[src/rtl/core/derl_pkg.sv]
// Shared types and constants for the deduplicating event ring log.
// No dependencies; the top level, the ring control and the checker import it.
package derl_pkg;

  localparam int DEF_DEPTH         = 16;
  localparam int DEF_REASON_BITS   = 32;
  localparam int DEF_SNAPSHOT_BITS = 64;

  localparam int STATE_BITS = 2;
  localparam int TIME_BITS  = 32;

  localparam logic KIND_UPDATE = 1'b0;
  localparam logic KIND_READ   = 1'b1;

  localparam logic [STATE_BITS-1:0] STATE_NORMAL = 2'd0;

  localparam logic STATUS_OK        = 1'b0;
  localparam logic STATUS_NOT_FOUND = 1'b1;

  // Per-beat decisions handed from the control unit to the top level.
  typedef struct packed {
    logic wr_en;
    logic rd_en;
    logic was_written;
    logic not_found;
  } derl_ctl_t;

endpackage

[src/rtl/core/dedup_event_ring_log.sv]
// Top level of the deduplicating event ring log: handshake, pipeline, output register.
// Depends on derl_pkg, derl_ram and derl_ctrl.
//
//   channel | direction | handshake          | payload
//   --------+-----------+--------------------+-------------------------------------------
//   in_     | sink      | in_valid/in_stall  | kind, state, reason, time, sensor, index
//   out_    | source    | out_valid/out_stall| status, written, count, record fields
//
// One beat per cycle in, one per cycle out while out_stall is low; an accepted in
// beat passes through stage 1 (the record RAM read is registered) and then the
// result register, which raises out_valid.
// Reset (rst_n low, synchronous) empties the ring and clears the dedup base;
// record memory contents are left as they are and never read before written.
// out_stall backs up through the result stage into in_stall in the same cycle.
module dedup_event_ring_log
  import derl_pkg::*;
#(
  parameter int DEPTH         = DEF_DEPTH,
  parameter int REASON_BITS   = DEF_REASON_BITS,
  parameter int SNAPSHOT_BITS = DEF_SNAPSHOT_BITS
) (
  input  logic                       clk,
  input  logic                       rst_n,
  // input channel
  input  logic                       in_valid,
  output logic                       in_stall,
  input  logic                       in_kind,
  input  logic [STATE_BITS-1:0]      in_event_state,
  input  logic [REASON_BITS-1:0]     in_reason_code,
  input  logic [TIME_BITS-1:0]       in_time_stamp,
  input  logic [SNAPSHOT_BITS-1:0]   in_sensor_word,
  input  logic [$clog2(DEPTH)-1:0]   in_read_index,
  // result channel
  output logic                       out_valid,
  input  logic                       out_stall,
  output logic                       out_status,
  output logic                       out_was_written,
  output logic [$clog2(DEPTH+1)-1:0] out_entry_count,
  output logic [STATE_BITS-1:0]      out_state,
  output logic [REASON_BITS-1:0]     out_reason,
  output logic [TIME_BITS-1:0]       out_time,
  output logic [SNAPSHOT_BITS-1:0]   out_sensor
);

  localparam int AW = $clog2(DEPTH);
  localparam int CW = $clog2(DEPTH + 1);
  localparam int WW = STATE_BITS + REASON_BITS + TIME_BITS + SNAPSHOT_BITS;

  // record word layout, LSB first: sensor, time, reason, state
  localparam int SEN_LO = 0;
  localparam int TIM_LO = SEN_LO + SNAPSHOT_BITS;
  localparam int RSN_LO = TIM_LO + TIME_BITS;
  localparam int STA_LO = RSN_LO + REASON_BITS;

  logic          accept;
  logic          out_free;
  derl_ctl_t     ctl;
  logic [AW-1:0] addr;
  logic [CW-1:0] count;
  logic [WW-1:0] wdata;
  logic [WW-1:0] rdata;
  logic          show_rec;

  // stage 1: RAM read in flight
  logic          s1_v_r, s1_v_nxt;
  logic          s1_kind_r;
  logic          s1_nf_r;
  logic          s1_ww_r;
  logic [CW-1:0] s1_cnt_r;

  // result register
  logic                     out_valid_r, out_valid_nxt;
  logic                     out_status_r;
  logic                     out_ww_r;
  logic [CW-1:0]            out_cnt_r;
  logic [STATE_BITS-1:0]    out_state_r;
  logic [REASON_BITS-1:0]   out_reason_r;
  logic [TIME_BITS-1:0]     out_time_r;
  logic [SNAPSHOT_BITS-1:0] out_sensor_r;

  // result register can load when empty or being drained this cycle
  assign out_free = !out_valid_r || !out_stall;
  // stage 1 can take a beat when empty or moving on
  assign in_stall = s1_v_r && !out_free;
  assign accept   = in_valid && !in_stall;

  derl_ctrl #(
    .DEPTH       (DEPTH),
    .REASON_BITS (REASON_BITS)
  ) u_ctrl (
    .clk         (clk),
    .rst_n       (rst_n),
    .accept      (accept),
    .kind        (in_kind),
    .event_state (in_event_state),
    .reason      (in_reason_code),
    .read_index  (in_read_index),
    .ctl         (ctl),
    .addr        (addr),
    .count       (count)
  );

  assign wdata = {in_event_state, in_reason_code, in_time_stamp, in_sensor_word};

  // Only one beat per cycle, so a read and a write never hit the RAM together.
  derl_ram #(
    .WIDTH (WW),
    .DEPTH (DEPTH)
  ) u_ram (
    .clk   (clk),
    .we    (ctl.wr_en),
    .waddr (addr),
    .wdata (wdata),
    .re    (ctl.rd_en),
    .raddr (addr),
    .rdata (rdata)
  );

  always_comb begin
    s1_v_nxt = s1_v_r;
    if (accept) begin
      s1_v_nxt = 1'b1;
    end else if (out_free) begin
      s1_v_nxt = 1'b0;
    end
    out_valid_nxt = out_free ? s1_v_r : out_valid_r;
  end

  // Record fields go out only for a successful read; everything else shows zero.
  assign show_rec = (s1_kind_r == KIND_READ) && !s1_nf_r;

  always_ff @(posedge clk) begin
    if (!rst_n) begin
      s1_v_r      <= 1'b0;
      out_valid_r <= 1'b0;
    end else begin
      s1_v_r      <= s1_v_nxt;
      out_valid_r <= out_valid_nxt;
    end
  end

  always_ff @(posedge clk) begin
    if (accept) begin
      s1_kind_r <= in_kind;
      s1_nf_r   <= ctl.not_found;
      s1_ww_r   <= ctl.was_written;
      s1_cnt_r  <= count;
    end
  end

  always_ff @(posedge clk) begin
    if (out_free && s1_v_r) begin
      out_status_r <= s1_nf_r ? STATUS_NOT_FOUND : STATUS_OK;
      out_ww_r     <= s1_ww_r;
      out_cnt_r    <= s1_cnt_r;
      out_state_r  <= show_rec ? rdata[STA_LO +: STATE_BITS]    : '0;
      out_reason_r <= show_rec ? rdata[RSN_LO +: REASON_BITS]   : '0;
      out_time_r   <= show_rec ? rdata[TIM_LO +: TIME_BITS]     : '0;
      out_sensor_r <= show_rec ? rdata[SEN_LO +: SNAPSHOT_BITS] : '0;
    end
  end

  assign out_valid       = out_valid_r;
  assign out_status      = out_status_r;
  assign out_was_written = out_ww_r;
  assign out_entry_count = out_cnt_r;
  assign out_state       = out_state_r;
  assign out_reason      = out_reason_r;
  assign out_time        = out_time_r;
  assign out_sensor      = out_sensor_r;

endmodule

[src/rtl/core/derl_ram.sv]
// Generic single-port-write, single-port-read synchronous RAM, registered read.
// No dependencies.
module derl_ram #(
  parameter int WIDTH = 8,
  parameter int DEPTH = 16
) (
  input  logic                     clk,
  input  logic                     we,
  input  logic [$clog2(DEPTH)-1:0] waddr,
  input  logic [WIDTH-1:0]         wdata,
  input  logic                     re,
  input  logic [$clog2(DEPTH)-1:0] raddr,
  output logic [WIDTH-1:0]         rdata
);

  logic [WIDTH-1:0] mem [DEPTH];

  always_ff @(posedge clk) begin
    if (we) begin
      mem[waddr] <= wdata;
    end
  end

  // Read data holds until the next read enable.
  always_ff @(posedge clk) begin
    if (re) begin
      rdata <= mem[raddr];
    end
  end

endmodule

[src/rtl/core/derl_ctrl.sv]
// Ring control: head pointer, fill count, dedup base and slot address math.
// Depends on derl_pkg.
module derl_ctrl
  import derl_pkg::*;
#(
  parameter int DEPTH       = DEF_DEPTH,
  parameter int REASON_BITS = DEF_REASON_BITS
) (
  input  logic                       clk,
  input  logic                       rst_n,
  input  logic                       accept,
  input  logic                       kind,
  input  logic [STATE_BITS-1:0]      event_state,
  input  logic [REASON_BITS-1:0]     reason,
  input  logic [$clog2(DEPTH)-1:0]   read_index,
  output derl_ctl_t                  ctl,
  output logic [$clog2(DEPTH)-1:0]   addr,
  output logic [$clog2(DEPTH+1)-1:0] count
);

  localparam int AW = $clog2(DEPTH);
  localparam int CW = $clog2(DEPTH + 1);
  localparam int SW = AW + 2;

  logic [AW-1:0]          head_r, head_nxt;
  logic [CW-1:0]          count_r, count_nxt;
  logic [STATE_BITS-1:0]  prior_state_r, prior_state_nxt;
  logic [REASON_BITS-1:0] prior_reason_r, prior_reason_nxt;

  logic          is_update;
  logic          is_normal;
  logic          dup;
  logic          do_write;
  logic          not_found;
  logic [AW-1:0] head_inc;
  logic [CW-1:0] count_inc;
  logic [SW-1:0] slot_sum;
  logic [AW-1:0] rd_slot;

  assign is_update = (kind == KIND_UPDATE);
  assign is_normal = (event_state == STATE_NORMAL);
  assign dup       = (event_state == prior_state_r) && (reason == prior_reason_r);
  assign do_write  = is_update && !is_normal && !dup;
  assign not_found = !is_update && (CW'(read_index) >= count_r);

  assign head_inc  = (head_r == AW'(DEPTH - 1)) ? '0 : head_r + 1'b1;
  assign count_inc = (count_r == CW'(DEPTH)) ? count_r : count_r + 1'b1;

  // oldest + index = head + DEPTH - count + index; below 2*DEPTH when index < count
  assign slot_sum = SW'(head_r) + SW'(DEPTH) - SW'(count_r) + SW'(read_index);
  assign rd_slot  = (slot_sum >= SW'(DEPTH)) ? AW'(slot_sum - SW'(DEPTH)) : AW'(slot_sum);

  assign addr  = is_update ? head_r : rd_slot;
  assign count = do_write ? count_inc : count_r;

  assign ctl.wr_en       = accept && do_write;
  assign ctl.rd_en       = accept && !is_update && !not_found;
  assign ctl.was_written = do_write;
  assign ctl.not_found   = not_found;

  always_comb begin
    head_nxt         = head_r;
    count_nxt        = count_r;
    prior_state_nxt  = prior_state_r;
    prior_reason_nxt = prior_reason_r;
    if (accept && is_update) begin
      if (is_normal) begin
        prior_state_nxt  = STATE_NORMAL;
        prior_reason_nxt = '0;
      end else if (do_write) begin
        head_nxt         = head_inc;
        count_nxt        = count_inc;
        prior_state_nxt  = event_state;
        prior_reason_nxt = reason;
      end
    end
  end

  always_ff @(posedge clk) begin
    if (!rst_n) begin
      head_r         <= '0;
      count_r        <= '0;
      prior_state_r  <= STATE_NORMAL;
      prior_reason_r <= '0;
    end else begin
      head_r         <= head_nxt;
      count_r        <= count_nxt;
      prior_state_r  <= prior_state_nxt;
      prior_reason_r <= prior_reason_nxt;
    end
  end

endmodule

[config.mk]
export PLATFORM = sky130hd
export DESIGN_NAME = dedup_event_ring_log
export DESIGN_NICKNAME = d
export VERILOG_FILES = /design/src/rtl/core/derl_pkg.sv /design/src/rtl/core/dedup_event_ring_log.sv /design/src/rtl/core/derl_ram.sv /design/src/rtl/core/derl_ctrl.sv
export SDC_FILE = /design/constraint.sdc
export NUM_CORES = 2
export LEC_CHECK = 0
export ABC_CLOCK_PERIOD_IN_PS = 20200
export BUFFER_PORTS_ARGS = -buffer_cell sky130_fd_sc_hd__buf_4
export CAP_MARGIN = 5
export CORE_MARGIN = 5
export CORE_UTILIZATION = 45
export DETAILED_ROUTE_END_ITERATION = 7
export PLACE_DENSITY = 0.7
export SLEW_MARGIN = 10
export SYNTH_ARGS = -nofsm -noshare
export SYNTH_HDL_FRONTEND = slang
export SYNTH_SLANG_ARGS = --single-unit
export TNS_END_PERCENT = 30
[constraint.sdc]
create_clock -name clk -period 20.2 [get_ports clk]
set_input_delay 4.04 -clock clk [delete_from_list [all_inputs] [get_ports clk]]
set_output_delay 4.04 -clock clk [all_outputs]
set_load 0.02 [all_outputs]
======== Word-level counts from Yosys, hierarchy flattened ========
Memory sizes are Yosys's and may differ from the RTL's. A register that Yosys moved wholly into a read port is not among the register bits.
Index checks and enable logic that the tools add are counted.
operators by class
  add/sub/neg operators ................... 6
  $mul .................................... 0
  div/mod/pow operators ................... 0
  order comparisons ....................... 2
  equal/unequal tests ..................... 4
  shift operators ......................... 0
  multiplexer cells ....................... 14
  bitwise operators ....................... 2
  reduce and logical (&&, ||, !) cells .... 27
operators with widths
  operator                                             number
  two-way mux 32 bit                                   2
  equality test 32 bit                                 1
  logical AND 1 bit                                    12
  two-way mux 4 bit                                    3
  two-way mux 5 bit                                    2
  logical NOT 1 bit                                    8
  adder 4 x 5 -> 6 bit, second input constant          1
  adder 6 x 4 -> 6 bit                                 1
  >= comparator 6 x 5 -> 1 bit, second input constant  1
  subtractor 6 x 5 -> 6 bit                            1
  adder 5 x 1 -> 5 bit, second input constant          1
  equality test 5 bit, second input constant           1
  >= comparator 4 x 5 -> 1 bit                         1
  two-way mux 1 bit                                    5
  adder 4 x 1 -> 4 bit, second input constant          1
  equality test 4 bit, second input constant           1
  two-way mux 2 bit                                    2
  AND reduction 2 bit                                  2
  nonzero test 2 bit                                   2
  subtractor 4 x 1 -> 4 bit, second input constant     1
  AND reduction 3 bit                                  1
  equality test 2 bit                                  1
  logical NOT 2 bit                                    1
  NOT 1 bit                                            2
  logical OR 1 bit                                     1
storage, ports and cells
  flip-flop bits (word level) ............. 190
  latch bits .............................. 0
  RAM bits ................................ 2080
  bits in read-only memories .............. 0
  memories kept ........................... 1
memories
  name       words  bits a word  rd ports  clocked after memory_dff  wr ports  RTL line        source
  u_ram.mem  16     130          1         1                         1         derl_ram.sv:16  logic [WIDTH-1:0] mem [DEPTH];

======== Depth between registers and ports, before layout ========
  depth after elaboration ................. 9
  gate-level depth with buffers ........... 13
  depth with buffers taken out ............ 10

======== By module ========
Synthesis repeated with hierarchy kept, for this count alone.
second synthesis, totals
  cells, all modules ...................... 3990
  area total of the unflattened synthesis .. 89967.5 um^2
by module, submodules not included
  module                instances  cells each  area an instance (um^2)  seq. area each (um^2)
  derl_ram              1          3409        81977.4                  66363.6
  dedup_event_ring_log  1          298         5445.2                   4394.2
  derl_ctrl             1          283         2544.9                   860.8

======== Worst setup path after synthesis ========
Ideal clock, no wire load.
  kind .................................... input -> register
  start point ............................. input in_read_index[1]
  end point ............................... memory u_ram.mem[12][0] in the netlist's numbering (enable)
  library setup time ...................... 0.938 ns
  arrival time ............................ 18.385 ns
  data required time ...................... 19.262 ns
  path slack .............................. 0.877 ns
  cell stages on the path ................. 11
  path buffers ............................ 3
  path through ............................ inv_1 -> fa_1 -> inv_1 -> fa_1 -> nand2_1 -> o21a_1 -> buf_2 -> buf_2 -> buf_1 -> nand2_1 -> nor4_1
between the ends
  longest elaborated chain between the ends .. 4
  elaborated cells on any way between the ends .. 5
RTL lines
  item                                                                              RTL line                    source
  start, declared                                                                   dedup_event_ring_log.sv:32  input logic [$clog2(DEPTH)-1:0] in_read_index,
  adder 6 x 4 -> 6 bit (*)                                                          derl_ctrl.sv:50             assign slot_sum = SW'(head_r) + SW'(DEPTH) - SW'(count_r) + SW'(read_index);
  >= comparator 6 x 5 -> 1 bit / subtractor 4 x 1 -> 4 bit (equally long branches)  derl_ctrl.sv:51             assign rd_slot = (slot_sum >= SW'(DEPTH)) ? AW'(slot_sum - SW'(DEPTH)) : AW'(slot_sum);
  two-way mux 4 bit (*)                                                             derl_ctrl.sv:51
  two-way mux 4 bit (*)                                                             derl_ctrl.sv:53             assign addr = is_update ? head_r : rd_slot;
  end, declared                                                                     derl_ram.sv:16
Every way passes the cells marked *; elsewhere a longest branch is shown, timed or not.

======== Worst setup path after layout ========
  start point ............................. input in_read_index[1]
  end point ............................... register u_ram.rdata[66] (read register of u_ram.mem) (data pin)
between the ends
  longest elaborated chain between the ends .. 4
  elaborated cells on any way between the ends .. 9
RTL lines
  item                                                                         RTL line                          source
  adder 6 x 4 -> 6 bit / >= comparator 4 x 5 -> 1 bit (equally long branches)  derl_ctrl.sv:50, derl_ctrl.sv:44
  >= comparator 6 x 5 -> 1 bit (tied with other cells)                         derl_ctrl.sv:51
  two-way mux 4 bit / logical NOT 1 bit (equally long branches)                derl_ctrl.sv:51, derl_ctrl.sv:57
  two-way mux 4 bit / logical AND 1 bit (equally long branches)                derl_ctrl.sv:53, derl_ctrl.sv:57
  end, declared                                                                derl_ram.sv:13                    output logic [WIDTH-1:0] rdata
Several ways; a longest one is shown, not always the timed one.
A chain may end at the register's enable or synchronous reset.

==> results.json <==
{
  "status": "finished, final reports clean",
  "p_leak_nw": 34.73,
  "p_per_area_mw_per_mm2": 105.2,
  "peakVddDrop_mv": 0.08726,
  "crit_top_cell": "buf_4",
  "first_pass_iters": 6,
  "synth_top_area_share_pct": 77.95,
  "criticalPathCategory": "in2reg",
  "cp-start-kind": "input port",
  "cts_buffers": 235,
  "die_x_um": 459.0,
  "synth_edf_count": 2355,
  "syn_nets": 4072,
  "avgRoutedWirePerCell_um": 28.35,
  "synth-main-ff-cell": "edfxtp_1",
  "portBuffers": 277,
  "grt-ovfl-total": 0,
  "tritoncts": "done",
  "pin_count": 278,
  "final_max_slew_viol_count": 0,
  "dp.cells": 6727,
  "finalPower_mw": 10.92,
  "grt_max_degree": 155,
  "cts_buffer_depth": 3,
  "cts.repair.resized": 0,
  "ys_warn_count": 0,
  "fin_tns_setup_ns": 0,
  "gr-usage-all-layers_pct": 19.17,
  "worstMarginPinSlew_ns": 1.139,
  "setup_viol": 0,
  "finClkSkew_ns": 0.04823,
  "post-cts-setup-buffers": 0,
  "area_delta_synth_final_pct": 14.36,
  "cp.required_ns": 20.77,
  "dp_slack_ns": 10.26,
  "fmax_ghz": 0.1093,
  "period_share_pct": 45.28,
  "grt_pass1_vias": 42500,
  "vias_per_cell": 5.706,
  "globalplace.congestion": 0.7424,
  "dp_hpwl_um": 98580,
  "yosys_register_bits": 2400,
  "critPathBufInv": 6,
  "drc": 0,
  "period_minus_slack_ns": 9.146,
  "synth.area.top_cells": "edfxtp_1, mux4_2, mux2i_1",
  "worst_slack_ns": 11.05,
  "cts.sinks": 2400,
  "cp_cell_sequence": "buf_4 -> inv_1 -> fa_1 -> inv_1 -> fa_1 -> nand2_1 -> o21a_4 -> buf_4 -> buf_12 -> buf_4 -> mux4_2 -> mux2i_1 -> mux2i_1",
  "initialDrtViolationCount": 3921,
  "syn_inst": 3919,
  "num_vias": 40900,
  "grt_pass1_wl_um": 295400,
  "hold_viol": 0,
  "max_stage_delay_ns": 0.88,
  "die_area_mm2": 0.2107,
  "rsz0062_at_grt": "no",
  "drt-total-wl_um": 203200,
  "cp-end-kind": "flip-flop",
  "fillCellCount": 15290,
  "synth_largest_area_cell": "edfxtp_1",
  "nets": 4461,
  "min_path_type": "reg2reg",
  "relSlewSlack_pct": 24.06,
  "syn_area_mm2": 0.09073,
  "cts-root-buf": "clkbuf_16",
  "antenna_found_initial": 23,
  "core_mm2": 0.2001,
  "path_max_fanout": 154,
  "ys_seq_area_share_pct": 78.94,
  "drv_cap": 0,
  "ys_types": 39,
  "path_delay_family": "buffers and inverters",
  "ant_nets": 0,
  "worstPathArrival_ns": 9.71,
  "avgSynthCellArea_um2": 23.15,
  "htreeDepth": 4,
  "slowest_stage": "buf_4",
  "fin_cells": 7168,
  "cts.clk_slew.worst_paths_ns": 0.06,
  "async_flop_share_pct": 0,
  "holdWs_ns": 0.4200,
  "worstSkewPairLatency_ns": 0.86,
  "die_h_um": 459.0,
  "start_util_pct": 45.35,
  "postCtsHoldBufs": 0,
  "rows": 164,
  "drive_gt1_share_pct": 27.18
}
==> synth_stat cells, types with 2 or more instances <==
library cell / n
buf_1: 26
xnor2_1: 6
o22ai_1: 32
a21oi_1: 4
nor4_1: 16
a21boi_0: 4
buf_2: 77
nor3_1: 13
buf_4: 20
fa_1: 3
dfxtp_1: 45
and2_1: 130
or4_1: 3
buf_6: 2
mux2i_1: 397
nor2b_1: 2
xor2_1: 35
o311ai_0: 2
edfxtp_1: 2355
nand2_1: 83
nor3b_1: 2
o21ai_0: 3
ha_1: 11
nor2_1: 8
inv_1: 20
nand4_1: 2
nand3_1: 7
clkbuf_1: 70
mux4_2: 520
nand2b_1: 4
o31ai_1: 3
a21o_1: 4
o21a_1: 4
==> area by class of cell <==
class	count	area [um2]	share of cell area, %
inverters	20	75.07	0.07235
repair buffers	347	2818	2.716
multi-input cells	1304	18270	17.60
well taps	2656	3323	3.203
clock inverters	146	1539	1.483
clock buffers	287	6097	5.876
diodes	8	20.02	0.01929
flip-flops and latches	2400	71620	69.03
==> final timing paths <==
check                                       from            endpoint  slack (ns)  cells after the start
worst min register to register       s1_cnt_r[1]  out_entry_count[1]        0.42                      0
worst max-delay path            in_read_index[1]     u_ram.rdata[66]       11.05                     13
worst max register to register  u_ctrl.head_r[0]     u_ram.rdata[66]       13.96                     13
worst min-delay path                 s1_cnt_r[1]  out_entry_count[1]        0.42                      0
==> flip-flops by register name (all words and copies together) (netlist names), 2 cells and up <==
name	count
u_ram.rdata	130
out_entry_count	5
u_ctrl.prior_reason_r	32
u_ram.mem	2080
out_sensor	64
u_ctrl.head_r	4
out_time	32
u_ctrl.prior_state_r	2
u_ctrl.count_r	5
s1_cnt_r	5
out_reason	32
out_state	2
==> power breakdown <==
group | internal (mW) | switching (mW) | leakage [nW]
Sequential | 5.59 | 0.0294 | 21.7
Combinational | 0.444 | 0.535 | 9.35
Clock | 2.47 | 1.85 | 3.70
Total | 8.50 | 2.41 | 34.7
==> cells by family after synthesis <==
logic type               Yosys count  synth area share, %
adder cells (fa/ha/maj)           14               0.2179
XOR/XNOR                          41               0.3958
multiplexers                     918                17.30
AND/OR/NAND/NOR                  272                1.604
buffers and inverters            215                1.095
AO/OA/AOI/OAI                     59               0.4482
flip-flops                      2400                78.94
==> stage by stage <==
stage / util [%] / instance area, um2
2_1_floorplan: - / 90730
3_3_place_gp: 48.03 / 96100
3_5_place_dp: 48.03 / 96100
4_1_cts: 51.85 / 103700
5_1_grt: 51.85 / 103700
6_report: 51.86 / 103800
==> cells in the final DEF, fill, tap and decap left out, types with 4 or more instances in the layout <==
cell type	synthesis	layout
o22ai_1	32	32
mux2i_1	397	397
buf_4	20	330
clkinv_2	0	38
clkinvlp_4	0	9
nor4_2	0	7
nor4_1	16	9
diode_2	0	8
bufinv_16	0	25
inv_1	20	20
nand2_1	83	83
a21oi_1	4	4
clkinv_16	0	4
clkinv_1	0	53
ha_1	11	11
dfxtp_1	45	45
buf_12	0	17
nor2_1	8	8
edfxtp_1	2355	2355
clkbuf_1	70	51
xnor2_1	6	5
mux4_2	520	520
clkbuf_16	0	236
inv_6	0	7
inv_16	0	4
xor2_1	35	35
nand3_1	7	7
nor3_2	0	10
and2_1	130	130
==> routing by layer <==
metal	track usage, %	vias to the layer above	wire length [um]
li1	-	17160	-
met1	25.37	22040	81630
met2	33.35	1369	105600
met3	3.393	312	11490
met4	4.576	14	4329
met5	0	-	86
(Power assumes the default switching activity.)
